--- src/hdl/prd_pkg.sv ---
`timescale 1ns / 1ps
// ----------------------------------------------------------------------------
// Partitioned Rice decoder package
// Payload types, result kind codes, register indexes and parameter defaults
// shared by the decoder and its output buffer.
// ----------------------------------------------------------------------------
package prd_pkg;

  // Default values for the top-level parameters.
  localparam int DEF_ORDER_FIELD_BITS = 4;
  localparam int DEF_PARAM_FIELD_BITS = 5;
  localparam int DEF_MAX_BLOCK        = 4096;
  localparam int DEF_SAMPLE_BITS      = 32;

  // Configuration port geometry.
  localparam int CFG_INDEX_W = 3;
  localparam int CFG_DATA_W  = 13;

  // Configuration register indexes.
  localparam logic [CFG_INDEX_W-1:0] REG_BLK_LEN      = 3'd0;
  localparam logic [CFG_INDEX_W-1:0] REG_ORDER_OFFSET = 3'd1;
  localparam logic [CFG_INDEX_W-1:0] REG_PARAM_OFFSET = 3'd2;
  localparam logic [CFG_INDEX_W-1:0] REG_RICE_LOW     = 3'd3;
  localparam logic [CFG_INDEX_W-1:0] REG_RICE_HIGH    = 3'd4;
  localparam logic [CFG_INDEX_W-1:0] REG_BLANK_CODE   = 3'd5;

  // Result kind codes.
  localparam logic [1:0] KIND_SAMPLE   = 2'd0;
  localparam logic [1:0] KIND_ZERO_RUN = 2'd1;
  localparam logic [1:0] KIND_SKIP_RUN = 2'd2;

  // One coded bit.
  typedef struct packed {
    logic bit_req;
    logic restart;
  } bit_item_t;

  // One decoded result.
  typedef struct packed {
    logic [1:0]         kind;
    logic signed [31:0] sample;
    logic [12:0]        run_length;
    logic [15:0]        partition_number;
    logic               last_in_block;
  } result_t;

endpackage

--- src/hdl/partitioned_rice_decoder.sv ---
`timescale 1ns / 1ps
// ----------------------------------------------------------------------------
// Partitioned Rice decoder
// Decodes a partitioned Rice coded bitstream, one bit per transaction, into
// samples, zero-run results and skipped-run results.
// ----------------------------------------------------------------------------
//  Channel | Direction | Handshake                 | Payload
//  bit     | in        | bit_valid / bit_stall     | bit_data (bit_req, restart)
//  result  | out       | result_valid / result_stall | result_data
//  cfg     | in        | cfg_write                 | cfg_index, cfg_data
//
// One bit is taken every cycle while bit_stall is low; a bit that completes a
// result shows it on the result port in the cycle after acceptance at the earliest.
// The decode state advances once per accepted bit: the longest path is
// the quotient shift, remainder add and unzigzag of a finished sample.
// Reset (rst, synchronous) clears the decode state and loads register defaults.
// bit_stall rises only when both the output register and its skid stage hold
// results, and falls right after the edge at which the result port accepts.
// ----------------------------------------------------------------------------
module partitioned_rice_decoder #(
  parameter int ORDER_FIELD_BITS = prd_pkg::DEF_ORDER_FIELD_BITS,
  parameter int PARAM_FIELD_BITS = prd_pkg::DEF_PARAM_FIELD_BITS,
  parameter int MAX_BLOCK        = prd_pkg::DEF_MAX_BLOCK,
  parameter int SAMPLE_BITS      = prd_pkg::DEF_SAMPLE_BITS
) (
  input  logic                             clk,
  input  logic                             rst,
  input  logic                             bit_valid,
  output logic                             bit_stall,
  input  prd_pkg::bit_item_t               bit_data,
  output logic                             result_valid,
  input  logic                             result_stall,
  output prd_pkg::result_t                 result_data,
  input  logic                             cfg_write,
  input  logic [prd_pkg::CFG_INDEX_W-1:0]  cfg_index,
  input  logic [prd_pkg::CFG_DATA_W-1:0]   cfg_data
);
  import prd_pkg::*;

  typedef enum logic [1:0] {
    PH_ORDER,
    PH_PARAM,
    PH_UNARY,
    PH_REM
  } phase_t;

  localparam logic [31:0] SAMPLE_MASK = 32'hFFFF_FFFF >> (32 - SAMPLE_BITS);
  localparam logic [31:0] SAMPLE_HALF = 32'd1 << (SAMPLE_BITS - 1);

  // Configuration registers.
  logic [12:0] blk_len;
  logic [3:0]  order_offset;
  logic [3:0]  param_offset;
  logic [4:0]  rice_low;
  logic [4:0]  rice_high;
  logic [4:0]  blank_code;

  // Decode state.
  phase_t      phase, phase_next;
  logic [4:0]  field_bit_count, field_bit_count_next;
  logic [3:0]  partition_order, partition_order_next;
  logic [15:0] part_idx, part_idx_next;
  logic [4:0]  rice_k, rice_k_next;
  logic [31:0] quotient, quotient_next;
  logic [31:0] remainder_acc, remainder_acc_next;
  logic [12:0] samples_left, samples_left_next;

  // Working signals.
  logic        accept;
  phase_t      phase_cur;
  logic [4:0]  count_cur;
  logic [31:0] acc_cur;
  logic [15:0] pidx_cur;
  logic [31:0] acc_shift;
  logic [4:0]  count_inc;
  logic [8:0]  ord_sum;
  logic [5:0]  par_sum;
  logic        is_rice;
  logic [12:0] eff_block;
  logic [12:0] part_size;
  logic [16:0] part_count;
  logic        last_part;
  logic [15:0] pidx_inc;
  logic        block_done;
  logic [31:0] folded;
  logic [31:0] zz;
  logic [31:0] sample_val;
  logic        part_end;
  logic        sample_done;
  logic        emit;
  result_t     res;

  // Configuration writes; indexes beyond the list are ignored.
  always_ff @(posedge clk) begin
    if (rst) begin
      blk_len      <= 13'd4096;
      order_offset <= 4'd0;
      param_offset <= 4'd0;
      rice_low     <= 5'd0;
      rice_high    <= 5'd30;
      blank_code   <= 5'd31;
    end else if (cfg_write) begin
      case (cfg_index)
        REG_BLK_LEN:      blk_len      <= cfg_data;
        REG_ORDER_OFFSET: order_offset <= cfg_data[3:0];
        REG_PARAM_OFFSET: param_offset <= cfg_data[3:0];
        REG_RICE_LOW:     rice_low     <= cfg_data[4:0];
        REG_RICE_HIGH:    rice_high    <= cfg_data[4:0];
        REG_BLANK_CODE:   blank_code   <= cfg_data[4:0];
        default: ;
      endcase
    end
  end

  assign accept = bit_valid && !bit_stall;

  // A restart bit drops the sub-block and is read as a fresh order field bit.
  assign phase_cur = bit_data.restart ? PH_ORDER : phase;
  assign count_cur = bit_data.restart ? 5'd0 : field_bit_count;
  assign acc_cur   = bit_data.restart ? 32'd0 : remainder_acc;
  assign pidx_cur  = bit_data.restart ? 16'd0 : part_idx;

  assign acc_shift = {acc_cur[30:0], bit_data.bit_req};
  assign count_inc = count_cur + 5'd1;

  // Field values with their offsets added.
  assign ord_sum = 9'(acc_shift[ORDER_FIELD_BITS-1:0]) + 9'(order_offset);
  assign par_sum = 6'(acc_shift[PARAM_FIELD_BITS-1:0]) + 6'(param_offset);
  assign is_rice = (par_sum >= {1'b0, rice_low}) && (par_sum <= {1'b0, rice_high});

  // Partition geometry for the current order.
  assign eff_block  = (17'(blk_len) > 17'(MAX_BLOCK)) ? 13'(MAX_BLOCK) : blk_len;
  assign part_size  = eff_block >> partition_order;
  assign part_count = 17'd1 << partition_order;
  assign last_part  = (17'(pidx_cur) + 17'd1) == part_count;
  assign pidx_inc   = pidx_cur + 16'd1;
  assign block_done = (17'(pidx_inc) >= part_count) || (pidx_inc == 16'd0);

  // Folded value and its unzigzagged, sign-extended sample.
  assign folded = (phase_cur == PH_REM) ? ((quotient << rice_k) + acc_shift) : quotient;
  assign zz = (((folded & SAMPLE_MASK) >> 1) ^ {32{folded[0]}}) & SAMPLE_MASK;
  assign sample_val = (zz ^ SAMPLE_HALF) - SAMPLE_HALF;

  // Next decode state and result for one accepted bit.
  always_comb begin
    phase_next           = phase_cur;
    field_bit_count_next = count_cur;
    partition_order_next = partition_order;
    part_idx_next        = pidx_cur;
    rice_k_next          = rice_k;
    quotient_next        = quotient;
    remainder_acc_next   = acc_cur;
    samples_left_next    = samples_left;
    part_end             = 1'b0;
    sample_done          = 1'b0;
    emit                 = 1'b0;
    res                  = '0;

    case (phase_cur)
      PH_ORDER: begin
        remainder_acc_next   = acc_shift;
        field_bit_count_next = count_inc;
        if (count_inc >= 5'(ORDER_FIELD_BITS)) begin
          partition_order_next = (ord_sum > 9'd15) ? 4'd15 : ord_sum[3:0];
          part_idx_next        = 16'd0;
          phase_next           = PH_PARAM;
          field_bit_count_next = 5'd0;
          remainder_acc_next   = 32'd0;
        end
      end
      PH_PARAM: begin
        remainder_acc_next   = acc_shift;
        field_bit_count_next = count_inc;
        if (count_inc >= 5'(PARAM_FIELD_BITS)) begin
          if (is_rice) begin
            rice_k_next       = par_sum[4:0];
            samples_left_next = part_size;
            quotient_next     = 32'd0;
            if (part_size == 13'd0) begin
              part_end = 1'b1;
            end else begin
              phase_next = PH_UNARY;
            end
          end else begin
            emit                 = 1'b1;
            res.kind             = (par_sum == {1'b0, blank_code}) ? KIND_ZERO_RUN
                                                                    : KIND_SKIP_RUN;
            res.run_length       = part_size;
            res.partition_number = pidx_cur;
            res.last_in_block    = last_part;
            part_end             = 1'b1;
          end
        end
      end
      PH_UNARY: begin
        if (bit_data.bit_req) begin
          quotient_next = quotient + 32'd1;
        end else if (rice_k == 5'd0) begin
          sample_done = 1'b1;
        end else begin
          phase_next           = PH_REM;
          field_bit_count_next = 5'd0;
          remainder_acc_next   = 32'd0;
        end
      end
      default: begin
        remainder_acc_next   = acc_shift;
        field_bit_count_next = count_inc;
        if (count_inc >= rice_k) begin
          sample_done = 1'b1;
        end
      end
    endcase

    // A finished sample is emitted and counted off its partition.
    if (sample_done) begin
      emit                 = 1'b1;
      res.kind             = KIND_SAMPLE;
      res.sample           = sample_val;
      res.partition_number = pidx_cur;
      res.last_in_block    = last_part && (samples_left == 13'd1);
      samples_left_next    = (samples_left != 13'd0) ? samples_left - 13'd1 : 13'd0;
      phase_next           = PH_UNARY;
      quotient_next        = 32'd0;
      if (samples_left_next == 13'd0) begin
        part_end = 1'b1;
      end
    end

    // Move to the next partition, or back to the order field at block end.
    if (part_end) begin
      field_bit_count_next = 5'd0;
      remainder_acc_next   = 32'd0;
      if (block_done) begin
        phase_next    = PH_ORDER;
        part_idx_next = 16'd0;
      end else begin
        phase_next    = PH_PARAM;
        part_idx_next = pidx_inc;
      end
    end
  end

  // Decode state registers.
  always_ff @(posedge clk) begin
    if (rst) begin
      phase           <= PH_ORDER;
      field_bit_count <= 5'd0;
      partition_order <= 4'd0;
      part_idx        <= 16'd0;
      rice_k          <= 5'd0;
      quotient        <= 32'd0;
      remainder_acc   <= 32'd0;
      samples_left    <= 13'd0;
    end else if (accept) begin
      phase           <= phase_next;
      field_bit_count <= field_bit_count_next;
      partition_order <= partition_order_next;
      part_idx        <= part_idx_next;
      rice_k          <= rice_k_next;
      quotient        <= quotient_next;
      remainder_acc   <= remainder_acc_next;
      samples_left    <= samples_left_next;
    end
  end

  // Result register with skid stage.
  prd_skid u_skid (
    .clk        (clk),
    .rst        (rst),
    .push_valid (accept && emit),
    .push_data  (res),
    .full       (bit_stall),
    .pop_valid  (result_valid),
    .pop_stall  (result_stall),
    .pop_data   (result_data)
  );

endmodule

--- src/hdl/prd_skid.sv ---
`timescale 1ns / 1ps
// ----------------------------------------------------------------------------
// Partitioned Rice decoder output buffer
// Output register with a one-entry skid stage, so that a result can be taken
// in while the one in front is stalled.
// ----------------------------------------------------------------------------
module prd_skid (
  input  logic             clk,
  input  logic             rst,
  input  logic             push_valid,
  input  prd_pkg::result_t push_data,
  output logic             full,
  output logic             pop_valid,
  input  logic             pop_stall,
  output prd_pkg::result_t pop_data
);
  import prd_pkg::*;

  logic    main_valid;
  result_t main_data;
  logic    skid_valid;
  result_t skid_data;

  // Control state of both stages.
  always_ff @(posedge clk) begin
    if (rst) begin
      main_valid <= 1'b0;
      skid_valid <= 1'b0;
    end else if (!main_valid || !pop_stall) begin
      if (skid_valid) begin
        main_valid <= 1'b1;
        skid_valid <= 1'b0;
      end else begin
        main_valid <= push_valid;
      end
    end else if (push_valid) begin
      skid_valid <= 1'b1;
    end
  end

  // Payload follows the same choices; it needs no reset.
  always_ff @(posedge clk) begin
    if (!main_valid || !pop_stall) begin
      if (skid_valid) begin
        main_data <= skid_data;
      end else if (push_valid) begin
        main_data <= push_data;
      end
    end else if (push_valid) begin
      skid_data <= push_data;
    end
  end

  assign full      = skid_valid;
  assign pop_valid = main_valid;
  assign pop_data  = main_data;

endmodule
--- config.mk ---
export PLATFORM = sky130hd
export DESIGN_NAME = partitioned_rice_decoder
export DESIGN_NICKNAME = d
export VERILOG_FILES = /design/src/hdl/prd_pkg.sv /design/src/hdl/partitioned_rice_decoder.sv /design/src/hdl/prd_skid.sv
export SDC_FILE = /design/constraint.sdc
export NUM_CORES = 1
export LEC_CHECK = 0
export ABC_AREA = 1
export BUFFER_PORTS_ARGS = -buffer_cell sky130_fd_sc_hd__clkbuf_2
export CAP_MARGIN = 20
export CORE_ASPECT_RATIO = 0.8
export CORE_UTILIZATION = 42
export CTS_CLUSTER_DIAMETER = 40
export DETAILED_ROUTE_END_ITERATION = 10
export MAX_ROUTING_LAYER = met4
export PLACE_DENSITY = 0.63
export SYNTH_ARGS = -nofsm -noshare
export SYNTH_HDL_FRONTEND = slang
export SYNTH_SLANG_ARGS = --single-unit
--- constraint.sdc ---
create_clock -name clk -period 21.3 [get_ports clk]
set_clock_uncertainty 0.2 [all_clocks]
set_input_delay 3.195 -clock clk [delete_from_list [all_inputs] [get_ports clk]]
set_output_delay 3.195 -clock clk [all_outputs]
set_load 0.05 [all_outputs]
==> impl_metrics.env <==
export IMPL_outcome="complete, no violations"
export IMPL_design_area_um2=21400
export IMPL_dpl_hpwl_um=45900
export IMPL_hold_violations=0
export IMPL_port_buffer_count=88
export IMPL_worst_ir_drop_vdd_v=0.0000487
export IMPL_final_setup_viol_count=0
export IMPL_coreArea_um2=44700
export IMPL_synth_edf_count=128
export IMPL_insertion_delay_ns=0.59
export IMPL_max_slew_margin=0.258
export IMPL_diodes=0
export IMPL_final_common_cell="nand2_1"
export IMPL_synthAdderAreaFrac=0.0507
export IMPL_ctsHtreeMaxLevel=2
export IMPL_overflow=0
export IMPL_tns_ns=0
export IMPL_post_cts_resized=0
export IMPL_cts_root_buf="clkbuf_16"
export IMPL_fp_dieH_um=193
export IMPL_worst_slew_pin_slew_ns=1.11
export IMPL_clk_pin_slew_worst_paths_ns=0.05
export IMPL_dieWidth_um=241
export IMPL_fin_util=0.478
export IMPL_antenna_found_initial=0
export IMPL_drt_pass1_iterations=6
export IMPL_synth_top_flop_cell="dfxtp_1"
export IMPL_die_area_um2=46500
export IMPL_post_route_drc_count=0
export IMPL_synth_simple_area_share=0.319
export IMPL_worst_setup_path_type="in -> reg"
export IMPL_first_iter_violations=1895
export IMPL_regArea_um2=6770
export IMPL_cts_setup_buffers=0
export IMPL_dpl_cell_area_um2=19900
export IMPL_cts_sinks=274
export IMPL_nFillCells=4586
export IMPL_cp_arrival_ns=7.98
export IMPL_syn_num_nets=2857
export IMPL_wl_per_cell_um=17.9
export IMPL_grt_max_degree=75
export IMPL_vias=18772
export IMPL_crit_path_max_fanout=60
export IMPL_cp_start_kind="input pin"
export IMPL_min_path_type="reg -> reg"
export IMPL_maxCapViolCount=0
export IMPL_finalNetCount=2889
export IMPL_postSynthRegisterBits=274
export IMPL_final_layout_size_suffix_gt1_frac=0.117
export IMPL_max_stage_delay_ns=0.71
export IMPL_cts_tree="done"
export IMPL_finalCriticalPeriod_ns=7.99
export IMPL_grt_usage=0.273
export IMPL_period_share=0.375
export IMPL_cpMaxStageDelayCell="buf_4"
export IMPL_synth_seq_area_share=0.353
export IMPL_synth_top_family_by_area="simple AND/OR/NAND/NOR gates"
export IMPL_grt_pass1_vias=17091
export IMPL_syn_area_um2=19200
export IMPL_instances_no_fill=3426
export IMPL_ys_types=63
export IMPL_fmax_mhz=125
export IMPL_synth_xor_xnor_area_share=0.0192
export IMPL_multi_input_area_um2=10600
export IMPL_power_leakage_nw=9.42
export IMPL_synth_compound_area_frac=0.160
export IMPL_postSynthAreaPerCell_um2=6.95
export IMPL_wl_um=61300
export IMPL_synth_warnings=0
export IMPL_power_w=0.00135
export IMPL_async_flop_share=0
export IMPL_synth_mux_area_frac=0.00581
export IMPL_report_final_slew_viol_count=0
export IMPL_hold_buffers=0
export IMPL_crit_top_cell="nand2_1"
export IMPL_ant_nets=0
export IMPL_layout_common_cells="nand2_1 (680), inv_1 (299), nor2_1 (282)"
export IMPL_p_per_area_nw_per_um2=62.9
export IMPL_start_util=0.429
export IMPL_place_gp_congestion=0.986
export IMPL_cts_buffer_depth=3
export IMPL_numCtsBuffers=44
export IMPL_grt_pass1_wl_um=96100
export IMPL_ios=89
export IMPL_rsz0062_at_grt="false"
export IMPL_area_growth_syn_to_layout_pct=11.6
export IMPL_cp_required_ns=21.30
export IMPL_dp_cells=3346
export IMPL_critPathCaptureType="flip-flop"
export IMPL_synth_cells=2757
export IMPL_via_per_inst=5.48
export IMPL_fp_row_count=69
per-stage QoR:
step | setup WS, ns | hold slack (ns)
after global placement | 12.90 | 0.248
final | 13.31 | 0.264
after global routing | 12.77 | 0.281
after detailed placement | 12.78 | 0.254
after CTS | 13.36 | 0.263
after floorplan | 9.96 | 0.228
critical path, delay by kind of cell:
family,cells,cell delay [ns]
compound gates,2,0.26
xor+xnor,1,0.27
fa+ha+maj,2,0.43
buf+inv,10,2.15
simple gates,13,1.57
Yosys cell counts, drive strengths merged, types with 5 or more instances:
cell type,number,area (um^2)
edfxtp,128,3840
o211ai,12,90.1
o21a,9,67.6
nand3,202,1080
nor3,45,273
ha,76,951
dfxtp,146,2920
nor4,14,93.8
nand3b,8,60.1
a221oi,5,43.8
clkbuf,79,297
a21oi,199,1080
o21ai,246,1240
buf,38,258
mux2i,10,100
a211oi,15,118
a31oi,9,56.3
or2,36,225
inv,322,1210
a22oi,24,180
nor2,305,1300
nand4,45,294
nand2,712,2780
xnor2,6,52.6
o22ai,8,50.1
xor2,36,315
metal layers:
metal	wire (um)	share of wire	GRT usage
met1	29300	0.48	0.393
met5	0	0	-
met3	6280	0.10	0.0786
met4	1030	0.017	0.0606
met2	24600	0.40	0.373
layout make-up:
type / count / share of cell area
flip-flops and latches: 274 / 0.317
well taps: 603 / 0.0353
multi-input cells: 2043 / 0.498
repair buffers: 103 / 0.0259
clock inverters: 28 / 0.0138
inverters: 323 / 0.0568
clock buffers: 52 / 0.0539
final timing paths:
kind | from | endpoint | slack (ns) | cells past startpoint
min | remainder_acc[22] | remainder_acc[22] | 0.26 | 2
max | bit_data[0] | u_skid.skid_data[46] | 13.31 | 28
min reg2reg | remainder_acc[22] | remainder_acc[22] | 0.26 | 2
max reg2reg | rice_k[1] | u_skid.pop_data[46] | 15.17 | 18
flip-flops by register name, summed over array words and instances, names as in the netlist, 13 cells and up:
register / flops
u_skid.skid_data: 64
part_idx: 16
blk_len: 13
u_skid.pop_data: 64
samples_left: 13
remainder_acc: 31
quotient: 32
cells by family (layout without fill, tap and decap cells):
| logic type | count (synthesis) | in the layout |
|---|---|---|
| fa+ha+maj | 77 | 77 |
| compound gates | 544 | 544 |
| flops | 274 | 274 |
| mux | 11 | 11 |
| xor+xnor | 42 | 42 |
| buf+inv | 440 | 506 |
| simple gates | 1369 | 1369 |
report_power, final:
group	switching (W)	internal [W]	total (W)
clock	0.000280	0.000432	0.000712
sequential	0.00000446	0.000552	0.000556
combinational	0.0000545	0.0000229	0.0000774
No activity file was read; power rests on OpenSTA's default activity.
